--- config.mk ---
export PLATFORM = sky130hd
export DESIGN_NAME = kci_mdu
export DESIGN_NICKNAME = d
export VERILOG_FILES = /design/src/hw/rtl/kci_pkg.sv /design/src/hw/rtl/kci_mdu.sv
export SDC_FILE = /design/constraint.sdc
export NUM_CORES = 1
export LEC_CHECK = 0
export BUFFER_PORTS_ARGS = -buffer_cell sky130_fd_sc_hd__buf_2
export CAP_MARGIN = 20
export CORE_UTILIZATION = 59
export DETAILED_ROUTE_END_ITERATION = 6
export PLACE_DENSITY = 0.86
export SKIP_CTS_REPAIR_TIMING = 1
export SLEW_MARGIN = 0
export SYNTH_ARGS = -nofsm -noshare
export SYNTH_HDL_FRONTEND = slang
export SYNTH_SLANG_ARGS = --single-unit
export TNS_END_PERCENT = 50
--- constraint.sdc ---
create_clock -name clock -period 8.4 [get_ports clock]
set_input_delay 1.68 -clock clock [delete_from_list [all_inputs] [get_ports clock]]
set_output_delay 1.68 -clock clock [all_outputs]
set_load 0.05 [all_outputs]
--- src/hw/rtl/kci_pkg.sv ---
// ----------------------------------------------------------------------------
// kci_pkg: shared types and constants
// Payload structs, CSR indexes, sequencer states and the status bundle of the
// multiply/divide unit used by the keyframe camera interpolator.
// ----------------------------------------------------------------------------
package kci_pkg;

   localparam int COORDS         = 6;
   localparam int COORD_IDX_BITS = 3;
   localparam int COORD_BITS     = 32;
   localparam int QUOT_BITS      = 32;
   localparam int KEY_INDEX_BITS = 4;
   localparam int DUR_IN_BITS    = 16;
   localparam int KEY_COUNT_BITS = 5;
   localparam int CSR_INDEX_BITS = 1;
   localparam int CSR_DATA_BITS  = 5;

   localparam logic [CSR_INDEX_BITS-1:0] CSR_KEY_COUNT   = 1'b0;
   localparam logic [CSR_INDEX_BITS-1:0] CSR_LOOP_ENABLE = 1'b1;

   localparam logic ACTION_TICK  = 1'b0;
   localparam logic ACTION_WRITE = 1'b1;

   typedef logic [COORDS-1:0][COORD_BITS-1:0] coord_vec_type;

   typedef enum logic [2:0] {
      ST_IDLE,
      ST_FETCH,
      ST_PREP,
      ST_DIFF,
      ST_MSTART,
      ST_WAIT,
      ST_FINISH
   } state_type;

   typedef struct packed {
      logic busy;
      logic done;
   } mdu_status_type;

   typedef struct packed {
      logic                             action;
      logic [KEY_INDEX_BITS-1:0]        key_index;
      logic [DUR_IN_BITS-1:0]           key_duration;
      logic signed [COORD_BITS-1:0]     eye_x_in;
      logic signed [COORD_BITS-1:0]     eye_y_in;
      logic signed [COORD_BITS-1:0]     eye_z_in;
      logic signed [COORD_BITS-1:0]     target_x_in;
      logic signed [COORD_BITS-1:0]     target_y_in;
      logic signed [COORD_BITS-1:0]     target_z_in;
   } req_payload_type;

   typedef struct packed {
      logic signed [COORD_BITS-1:0]     eye_x_out;
      logic signed [COORD_BITS-1:0]     eye_y_out;
      logic signed [COORD_BITS-1:0]     eye_z_out;
      logic signed [COORD_BITS-1:0]     target_x_out;
      logic signed [COORD_BITS-1:0]     target_y_out;
      logic signed [COORD_BITS-1:0]     target_z_out;
      logic [KEY_INDEX_BITS-1:0]        current_key_out;
      logic                             done_res;
   } rsp_payload_type;

endpackage

--- src/hw/rtl/kci_mdu.sv ---
// ----------------------------------------------------------------------------
// kci_mdu: shared multiply/divide unit
// Computes floor(mag * fr / dur) for fr <= dur: a multiply, then a
// restoring division producing one quotient bit per cycle.
// ----------------------------------------------------------------------------
module kci_mdu #(
   parameter int DURATION_BITS = 16
) (
   input  logic                               clock,
   input  logic                               reset,
   input  logic                               start,
   input  logic [kci_pkg::QUOT_BITS-1:0]      mag,
   input  logic [DURATION_BITS-1:0]           fr,
   input  logic [DURATION_BITS-1:0]           dur,
   output kci_pkg::mdu_status_type            status,
   output logic [kci_pkg::QUOT_BITS-1:0]      quot
);

   localparam int QB = kci_pkg::QUOT_BITS;
   localparam int RW = DURATION_BITS + QB;
   localparam int CW = $clog2(QB);

   logic [RW-1:0]            rq_ff;
   logic [RW-1:0]            rq_in;
   logic [CW-1:0]            cnt_ff;
   logic                     busy_ff;
   logic                     done_ff;
   logic [RW-1:0]            prod;
   logic [DURATION_BITS:0]   trial;
   logic [DURATION_BITS:0]   trial_sub;
   logic                     q_bit;
   logic [DURATION_BITS-1:0] rem_in;

   assign prod      = RW'(mag) * RW'(fr);
   assign trial     = rq_ff[RW-1:QB-1];
   assign trial_sub = trial - {1'b0, dur};
   assign q_bit     = (trial >= {1'b0, dur});
   assign rem_in    = q_bit ? trial_sub[DURATION_BITS-1:0] : trial[DURATION_BITS-1:0];
   assign rq_in     = {rem_in, rq_ff[QB-2:0], q_bit};

   always_ff @(posedge clock) begin
      if (start) begin
         rq_ff <= prod;
      end else if (busy_ff) begin
         rq_ff <= rq_in;
      end
   end

   always_ff @(posedge clock) begin
      if (reset) begin
         busy_ff <= 1'b0;
         done_ff <= 1'b0;
         cnt_ff  <= '0;
      end else begin
         done_ff <= 1'b0;
         if (start) begin
            busy_ff <= 1'b1;
            cnt_ff  <= '0;
         end else if (busy_ff) begin
            cnt_ff <= cnt_ff + CW'(1);
            if (cnt_ff == CW'(QB - 1)) begin
               busy_ff <= 1'b0;
               done_ff <= 1'b1;
            end
         end
      end
   end

   assign status.busy = busy_ff;
   assign status.done = done_ff;
   assign quot        = rq_ff[QB-1:0];

endmodule

==> flow_summary.yaml <==
grt:
  grt_max_degree: 66
  grt_remaining_overflow: 0
  grt_util_all_layers_pct: 31.0
  grt_pass1_wl_um: 83600
  grt_pass1_vias: 16597
  antenna_found_initial: 1
yosys:
  synth_seq_cells: 55
  async_flop_share_pct: 0
  netlist_area_mm2: 0.0199
  yosysWarnings: 0
  syn_inst: 2262
  synth_flop_cell: "edfxtp_1"
  synth_area_per_cell_um2: 8.80
  syn_nets: 2886
  seq_area_frac_synth_pct: 7.94
  yosys.cell_types.count: 68
  synth_edf_count: 48
routing:
  vias: 15494
  drt_iter0_markers: 1486
  ant_nets: 0
  drcViolationCount: 0
  wl_per_cell_um: 18.5
  drt-total-wl_um: 49700
  routed_via_density: 5.76
  dr.pass1.iters: 5
worst_setup_path:
  crit_start: "fr[3]"
  cp_common_cell: "fa_1"
  worst-path-buf-inv: 5
  critPathMaxStageDelay_ns: 0.67
  worstSetupPathType: "in -> reg"
  arrival_ns: 8.04
  critPathSlowestCell: "a2111oi_0"
  crit_family: "adder cells"
  r2r_slack_ns: 5.22
  critPathRequiredTime_ns: 8.45
  cp-start-kind: "primary input"
  crit_chain: "buf_2 -> nand2_1 -> fa_1 -> fa_1 -> fa_1 -> inv_1 -> fa_1 -> fa_1 -> inv_1 -> fa_1 -> inv_1 -> ha_1 -> a21oi_1 -> o21a_1 -> nor3_1 -> a211oi_1 -> buf_4 -> nand2_1 -> a2111oi_0 -> or4_1 -> nand3_1"
  cp_max_fo: 32
  worstReg2RegStart: "rq_ff[32]$_DFFE_PP_"
  crit_path_end_kind: "flip-flop"
timing:
  hold_viol: 0
  fin_hold_ws_ns: 0.510
  tightest_slew_ns: 0.726
  tns_ns: 0
  skew_ns: 0.00738
  finalCriticalPeriod_ns: 7.99
  final_max_slew_viol_count: 0
  clock.fmax_mhz: 125
  maxSlewHeadroom_pct: 50.4
  rsz0062_at_grt: "false"
  fin_crit_sh_pct: 95.1
  setup_violations: 0
clock_tree:
  cts_tree: "done"
  cts_root_buf: "clkbuf_16"
  ctsLongestPathBuffers: 2
  insertion_delay_ns: 0.30
  htree_levels: 2
  numCtsBuffers: 5
  numClockSinks: 55
  clkTransAtPathRegs_ns: 0.08
final_layout:
  area_growth_pct: 3.59
  nFillCells: 2636
  final_common_cell: "inv_1"
  multi_input_area_mm2: 0.0159
  fin_nets: 2871
  register_area_mm2: 0.00158
  final_layout_size_suffix_gt1_share_pct: 7.52
  layout_common_cells: "470 x inv_1, 419 x fa_1, 362 x nand2_1, 214 x and2_1, 138 x ha_1"
job:
  drv_cap: 0
floorplanning:
  dieArea_mm2: 0.0345
  num_io_pins: 101
  fp.dieW_um: 186
  rows: 66
  die_y_um: 186
  coreArea_mm2: 0.0329
  start_util_pct: 60.6
placement:
  port_buffers: 100
  dpl.hpwl_um: 40500
  gp_congestion: 0.943
min_path:
  min_path_type: "reg -> reg"
  min_from: "cnt_ff[4]$_SDFFE_PP0P_"
status:
  status: "finished, final reports clean"
==> area by class of cell <==
class,count,share of cell area [%]
clock inverter,3,0.140
timing repair buffer,122,3.29
antenna,1,0.0121
tap,442,2.68
clock buffer,5,0.607
sequential,55,7.67
multi-input combinational,1592,77.0
inverter,471,8.57
==> layer usage <==
layer | up-vias | routed length [um] | GRT usage (%)
met5 | - | 0 | 0
met4 | 0 | 1290 | 9.18
met3 | 110 | 4960 | 5.56
met2 | 828 | 23500 | 50.5
met1 | 7739 | 20000 | 42.3
li1 | 6817 | - | -
==> synth_stat cells, drive strengths merged (5+ instances only) <==
master / count / share of area, %
o21a: 10 / 0.38
o31ai: 5 / 0.21
a21boi: 5 / 0.19
a211oi: 18 / 0.70
dfxtp: 7 / 0.70
clkbuf: 104 / 2.0
or2: 5 / 0.16
buf: 40 / 1.5
nor2: 60 / 1.1
nand2b: 7 / 0.22
nor3: 19 / 0.48
xnor2: 29 / 1.3
fa: 419 / 42
o211ai: 9 / 0.34
mux2i: 6 / 0.30
and2: 214 / 6.7
o21bai: 9 / 0.34
nand2: 362 / 6.8
mux2: 26 / 1.5
inv: 470 / 8.9
xor2: 16 / 0.70
a31oi: 8 / 0.25
nand3: 13 / 0.33
o21ai: 38 / 0.96
nor2b: 8 / 0.25
ha: 138 / 8.7
a21oi: 67 / 1.7
nand4: 16 / 0.50
and3: 6 / 0.19
edfxtp: 48 / 7.2
a211o: 5 / 0.22
a21o: 27 / 1.0
==> cells by family (layout without fill, tap and decap cells) <==
kind of cell             after synthesis  in the layout  synth area share (%)
AND/OR/NAND/NOR                      728            728                  17.5
multiplexers                          32             32                  1.77
adder cells (fa/ha/maj)              557            557                  50.8
flip-flops                            55             55                  7.94
XOR/XNOR                              45             45                  1.98
AO/OA/AOI/OAI                        230            230                  7.69
buffers and inverters                615            601                  12.3
other                                  0              1                     0
==> stage by stage <==
stage / cells / instance area [um2] / utilization [%] / setup WS [ns]
after floorplan: 2262 / 19900 / - / 1.09
after global placement: 2681 / 20400 / 62.2 / 0.246
after detailed placement: 2681 / 20400 / 62.2 / 0.219
after CTS: 2689 / 20600 / 62.7 / 0.507
after global routing: 2691 / 20600 / 62.7 / 0.217
final: 2691 / 20600 / 62.7 / 0.409
==> sequential cells by signal (all words and copies together) (netlist names) <==
name and count:
cnt_ff 5, rq_ff 48, done_ff 1, busy_ff 1
==> path summary, 6_finish.rpt <==
kind / end / cells past startpoint
max reg2reg: rq_ff[44]$_DFFE_PP_ / 10
min reg2reg: cnt_ff[4]$_SDFFE_PP0P_ / 2
max: rq_ff[47]$_DFFE_PP_ / 21
min: cnt_ff[4]$_SDFFE_PP0P_ / 2
==> worst register-to-register path, delay by kind of cell, from the launching register on <==
kind            cells  cell delay [ns]
fa+ha+maj           1             0.31
compound gates      7             1.65
flops               1             0.45
simple gates        1             0.15
buf+inv             1             0.35
Power is left out: the tool's default activity adds up to more than one toggle a clock period on the data nets, which glitch-free logic cannot reach.
