==> src/hw/rtl/kci_pkg.sv <==
// ----------------------------------------------------------------------------
// kci_pkg: shared types and constants
// Payload structs, CSR indexes, sequencer states and the status bundle of the
// multiply/divide unit used by the keyframe camera interpolator.
// ----------------------------------------------------------------------------
package kci_pkg;

   localparam int COORDS         = 6;
   localparam int COORD_IDX_BITS = 3;
   localparam int COORD_BITS     = 32;
   localparam int QUOT_BITS      = 32;
   localparam int KEY_INDEX_BITS = 4;
   localparam int DUR_IN_BITS    = 16;
   localparam int KEY_COUNT_BITS = 5;
   localparam int CSR_INDEX_BITS = 1;
   localparam int CSR_DATA_BITS  = 5;

   localparam logic [CSR_INDEX_BITS-1:0] CSR_KEY_COUNT   = 1'b0;
   localparam logic [CSR_INDEX_BITS-1:0] CSR_LOOP_ENABLE = 1'b1;

   localparam logic ACTION_TICK  = 1'b0;
   localparam logic ACTION_WRITE = 1'b1;

   typedef logic [COORDS-1:0][COORD_BITS-1:0] coord_vec_type;

   typedef enum logic [2:0] {
      ST_IDLE,
      ST_FETCH,
      ST_PREP,
      ST_DIFF,
      ST_MSTART,
      ST_WAIT,
      ST_FINISH
   } state_type;

   typedef struct packed {
      logic busy;
      logic done;
   } mdu_status_type;

   typedef struct packed {
      logic                             action;
      logic [KEY_INDEX_BITS-1:0]        key_index;
      logic [DUR_IN_BITS-1:0]           key_duration;
      logic signed [COORD_BITS-1:0]     eye_x_in;
      logic signed [COORD_BITS-1:0]     eye_y_in;
      logic signed [COORD_BITS-1:0]     eye_z_in;
      logic signed [COORD_BITS-1:0]     target_x_in;
      logic signed [COORD_BITS-1:0]     target_y_in;
      logic signed [COORD_BITS-1:0]     target_z_in;
   } req_payload_type;

   typedef struct packed {
      logic signed [COORD_BITS-1:0]     eye_x_out;
      logic signed [COORD_BITS-1:0]     eye_y_out;
      logic signed [COORD_BITS-1:0]     eye_z_out;
      logic signed [COORD_BITS-1:0]     target_x_out;
      logic signed [COORD_BITS-1:0]     target_y_out;
      logic signed [COORD_BITS-1:0]     target_z_out;
      logic [KEY_INDEX_BITS-1:0]        current_key_out;
      logic                             done_res;
   } rsp_payload_type;

endpackage

==> src/hw/rtl/kci_store.sv <==
// ----------------------------------------------------------------------------
// kci_store: keyframe table
// One write port for a whole keyframe; registered reads of the segment start
// point, the segment end point and the end key's duration.
// ----------------------------------------------------------------------------
module kci_store #(
   parameter int MAX_KEYS      = 16,
   parameter int DURATION_BITS = 16
) (
   input  logic                            clock,
   input  logic                            wr_en,
   input  logic [$clog2(MAX_KEYS)-1:0]     wr_addr,
   input  logic [DURATION_BITS-1:0]        wr_dur,
   input  kci_pkg::coord_vec_type          wr_pts,
   input  logic [$clog2(MAX_KEYS)-1:0]     rd_cur_addr,
   input  logic [$clog2(MAX_KEYS)-1:0]     rd_nxt_addr,
   output kci_pkg::coord_vec_type          cur_pts,
   output kci_pkg::coord_vec_type          nxt_pts,
   output logic [DURATION_BITS-1:0]        nxt_dur
);

   logic [kci_pkg::COORDS-1:0][kci_pkg::COORD_BITS-1:0] pts_mem [MAX_KEYS];
   logic [DURATION_BITS-1:0]                            dur_mem [MAX_KEYS];

   kci_pkg::coord_vec_type     cur_pts_ff;
   kci_pkg::coord_vec_type     nxt_pts_ff;
   logic [DURATION_BITS-1:0]   nxt_dur_ff;

   always_ff @(posedge clock) begin
      if (wr_en) begin
         pts_mem[wr_addr] <= wr_pts;
         dur_mem[wr_addr] <= wr_dur;
      end
   end

   always_ff @(posedge clock) begin
      cur_pts_ff <= pts_mem[rd_cur_addr];
      nxt_pts_ff <= pts_mem[rd_nxt_addr];
      nxt_dur_ff <= dur_mem[rd_nxt_addr];
   end

   assign cur_pts = cur_pts_ff;
   assign nxt_pts = nxt_pts_ff;
   assign nxt_dur = nxt_dur_ff;

endmodule

==> config.mk <==
export PLATFORM = sky130hd
export DESIGN_NAME = kci_store
export DESIGN_NICKNAME = d
export VERILOG_FILES = /design/src/hw/rtl/kci_pkg.sv /design/src/hw/rtl/kci_store.sv
export SDC_FILE = /design/constraint.sdc
export NUM_CORES = 2
export LEC_CHECK = 0
export BUFFER_PORTS_ARGS = -buffer_cell sky130_fd_sc_hd__clkbuf_2
export CORE_ASPECT_RATIO = 1.5
export CORE_MARGIN = 4
export CORE_UTILIZATION = 50
export CTS_CLUSTER_SIZE = 40
export DETAILED_ROUTE_END_ITERATION = 10
export PLACE_DENSITY_LB_ADDON = 0.15
export SLEW_MARGIN = 20
export SYNTH_ARGS = -nofsm -noshare
export SYNTH_HDL_FRONTEND = slang
export SYNTH_SLANG_ARGS = --single-unit
==> constraint.sdc <==
create_clock -name clock -period 16.55 [get_ports clock]
set_input_delay 0 -clock clock [delete_from_list [all_inputs] [get_ports clock]]
set_output_delay 0 -clock clock [all_outputs]
set_load 0.005 [all_outputs]
==> impl_metrics.py <==
metrics = {
    "logic_synthesis": {
        "yosysUniqueCellTypes": 23,
        "syn_inst": 6808,
        "async_reset_ff_share_pct": 0,
        "ys_seq_area_share_pct": 69.0,
        "synth_seq_cells": 3728,
        "synth-main-ff-cell": "edfxtp_1",
        "synth_area_mm2": 0.157,
        "synth_nets": 7030,
        "synth_warnings": 0,
        "syn_area_per_cell_um2": 23.0,
        "synth_edf_count": 3328,
    },
    "global_routing": {
        "grt_pass1_vias": 85500,
        "grt_pass1_wl_mm": 605,
        "grt_max_degree": 126,
        "track_usage_pct": 25.8,
        "antenna_found_initial": 50,
        "grt.overflow.total": 0,
    },
    "setup_path": {
        "cp_cell_sequence": "dlygate4sd3_1 -> buf_8 -> buf_4 -> buf_4 -> buf_4 -> buf_4 -> mux4_2 -> nor2b_1 -> a211oi_1 -> a21oi_1",
        "cpPeakStageDelay_ns": 0.96,
        "crit_path_frequent_cell": "buf_4",
        "cp_max_fo": 78,
        "cp-end-kind": "register",
        "arrival_ns": 5.56,
        "crit_required_ns": 17.30,
        "path_class": "in -> reg",
        "slowest_stage": "buf_4",
        "start_kind": "input pin",
    },
    "detailed_routing": {
        "drcViolationCount": 0,
        "drt_first_pass_iters": 6,
        "wirelength_mm": 418,
        "drt_iter0_drc": 8270,
        "wire_per_inst_um": 34.1,
        "vias": 79700,
        "final_antenna_net_count": 0,
        "vias_per_cell": 6.50,
    },
    "final_layout": {
        "fillers": 22700,
        "fin_util_pct": 57.6,
        "final_layout_size_suffix_gt1_share_pct": 39.5,
        "mostFrequentLayoutCells": "edfxtp_1, mux4_2, clkbuf_2",
        "nNetsFinal": 7970,
        "syn2layout_area_growth_pct": 14.6,
        "layout_commonest_cell": "edfxtp_1",
        "final_cells": 12200,
    },
    "pwr": {
        "power.share.sequential_pct": 51.7,
        "combPwrFrac_pct": 7.4,
        "swShare_pct": 21.9,
        "pwr-share-clk_pct": 40.8,
        "fin_total_pwr_mw": 20.7,
        "power_density_mw_per_mm2": 115,
        "vdd.ir_drop.worst_mv": 0.101,
        "power_leakage_nw": 57.8,
        "p_int_mw": 16.2,
        "switchingPower_mw": 4.53,
    },
    "sta": {
        "fmax_ghz": 0.208,
        "rsz0062_at_grt": "false",
        "finClkSkew_ns": 0.0451,
        "min_period_ns": 4.81,
        "slew_headroom_pct": 24.2,
        "period_share_pct": 29.0,
        "finalSetupTns_ns": 0,
        "setup_viol": 0,
        "drv_slew": 0,
        "tightest_slew_ns": 1.14,
        "hold_violations": 0,
    },
    "die": {
        "coreArea_mm2": 0.312,
        "rows": 251,
        "die_w_um": 465,
        "io_pins": 622,
        "fp.dieH_um": 693,
        "start_util_pct": 50.2,
        "die_area_mm2": 0.322,
    },
    "run": {
        "maxCapViolCount": 0,
    },
    "clocking": {
        "root_buffer": "clkbuf_16",
        "cts_tree": "yes",
        "htree_levels": 5,
        "numCtsBuffers": 355,
        "clock_latency_ns": 0.93,
        "cts_resized": 0,
        "clockBufferDepth": 4,
        "clkSinkCount": 3728,
        "post-cts-setup-buffers": 0,
        "path_clk_slew_ns": 0.06,
    },
    "place": {
        "io_buffers": 621,
        "place_congestion": 0.768,
        "place_inst": 11300,
        "dp_hpwl_mm": 229,
    },
    "min_path": {
        "min_path_type": "in -> reg",
    },
    "status": {
        "status": "completed",
    },
}
layer usage:
layer	vias to the layer above	global-route usage, %	share of wire, %
met5	-	0	0.043
met4	30	7.11	2.8
met3	665	4.25	7.1
met2	3287	43.4	51
met1	43800	35.5	39
li1	31900	-	-
worst max-delay path, delay by kind of cell:
kind / cells / cell delay (ns)
and+or+nand+nor: 1 / 0.14
muxes: 1 / 0.41
buffers and inverters: 6 / 4.31
AOI/OAI and AO/OA: 2 / 0.38
cells in the mapped netlist, types with 2 or more instances:
master / count / area (um2)
dfxtp_1: 400 / 8010
nand2_1: 18 / 67.6
mux4_2: 1808 / 40700
a211oi_1: 162 / 1220
nor3_1: 4 / 20.0
a31oi_1: 3 / 18.8
nand3b_1: 2 / 15.0
o22ai_1: 10 / 62.6
buf_2: 185 / 926
o221ai_1: 20 / 175
clkbuf_1: 231 / 867
mux2i_1: 199 / 1990
nor2_1: 12 / 45.0
buf_1: 35 / 131
nand2b_1: 3 / 18.8
buf_6: 5 / 56.3
nor2b_1: 162 / 1010
buf_4: 49 / 368
a21oi_1: 169 / 846
edfxtp_1: 3328 / 99900
final timing paths:
path                   start             end  slack (ns)  cells past startpoint
max           rd_nxt_addr[1]     nxt_pts[75]       11.74                     10
min               wr_dur[11]  dur_mem[0][11]        0.06                      2
max reg2reg  pts_mem[1][167]    nxt_pts[167]       14.55                      5
min reg2reg  pts_mem[7][177]    nxt_pts[177]        0.74                      3
area by class of cell:
| type | instances | area (um2) | area share (%) |
|---|---|---|---|
| Clock buffer | 477 | 9990 | 5.57 |
| Timing Repair Buffer | 1088 | 7730 | 4.31 |
| Sequential cell | 3728 | 108000 | 60.2 |
| Antenna cell | 23 | 57.6 | 0.0321 |
| Inverter | 1 | 11.3 | 0.00628 |
| Tap cell | 4174 | 5220 | 2.91 |
| Clock inverter | 181 | 2110 | 1.17 |
| Multi-Input combinational cell | 2574 | 46300 | 25.8 |
power groups by stage:
stage	clock network, mW	registers (mW)	logic [mW]
2_1_floorplan	0	10.9	0.920
3_3_place_gp	0	10.9	1.48
3_5_place_dp	0	10.9	1.50
4_1_cts	8.61	10.7	1.57
5_1_grt	9.01	10.7	1.65
6_report	8.45	10.7	1.54
flip-flops by register name, indices dropped and copies added, names as in the netlist:
name / cells
pts_mem: 3072
dur_mem: 256
cur_pts: 192
nxt_pts: 192
nxt_dur: 16
per-stage QoR:
| stage | hold slack, ns | setup WS (ns) | cell area (um2) |
|---|---|---|---|
| 4_1_cts | 0.000161 | 11.66 | 179000 |
| 5_1_grt | 0.0493 | 11.42 | 179000 |
| 3_3_place_gp | 0.372 | 11.27 | 164000 |
| 6_report | 0.0555 | 11.74 | 179000 |
| 2_1_floorplan | 0.0989 | 1.00 | 157000 |
| 3_5_place_dp | 0.371 | 11.27 | 164000 |
logic make-up (layout without fill, tap and decap cells):
| logic type | after synthesis | in the layout | share of synthesized area [%] |
|---|---|---|---|
| simple gates | 203 | 203 | 0.763 |
| mux | 2007 | 2007 | 27.3 |
| other cells | 0 | 23 | 0 |
| buf+inv | 506 | 1747 | 1.50 |
| compound gates | 364 | 364 | 1.48 |
| flops | 3728 | 3728 | 69.0 |
timing repair:
action                     in CTS  in global routing
hold buffers                  295                  0
hold endpoints to repair     3717                  0
setup endpoints to repair       0                  0
Power figures use the tool's default switching activity.
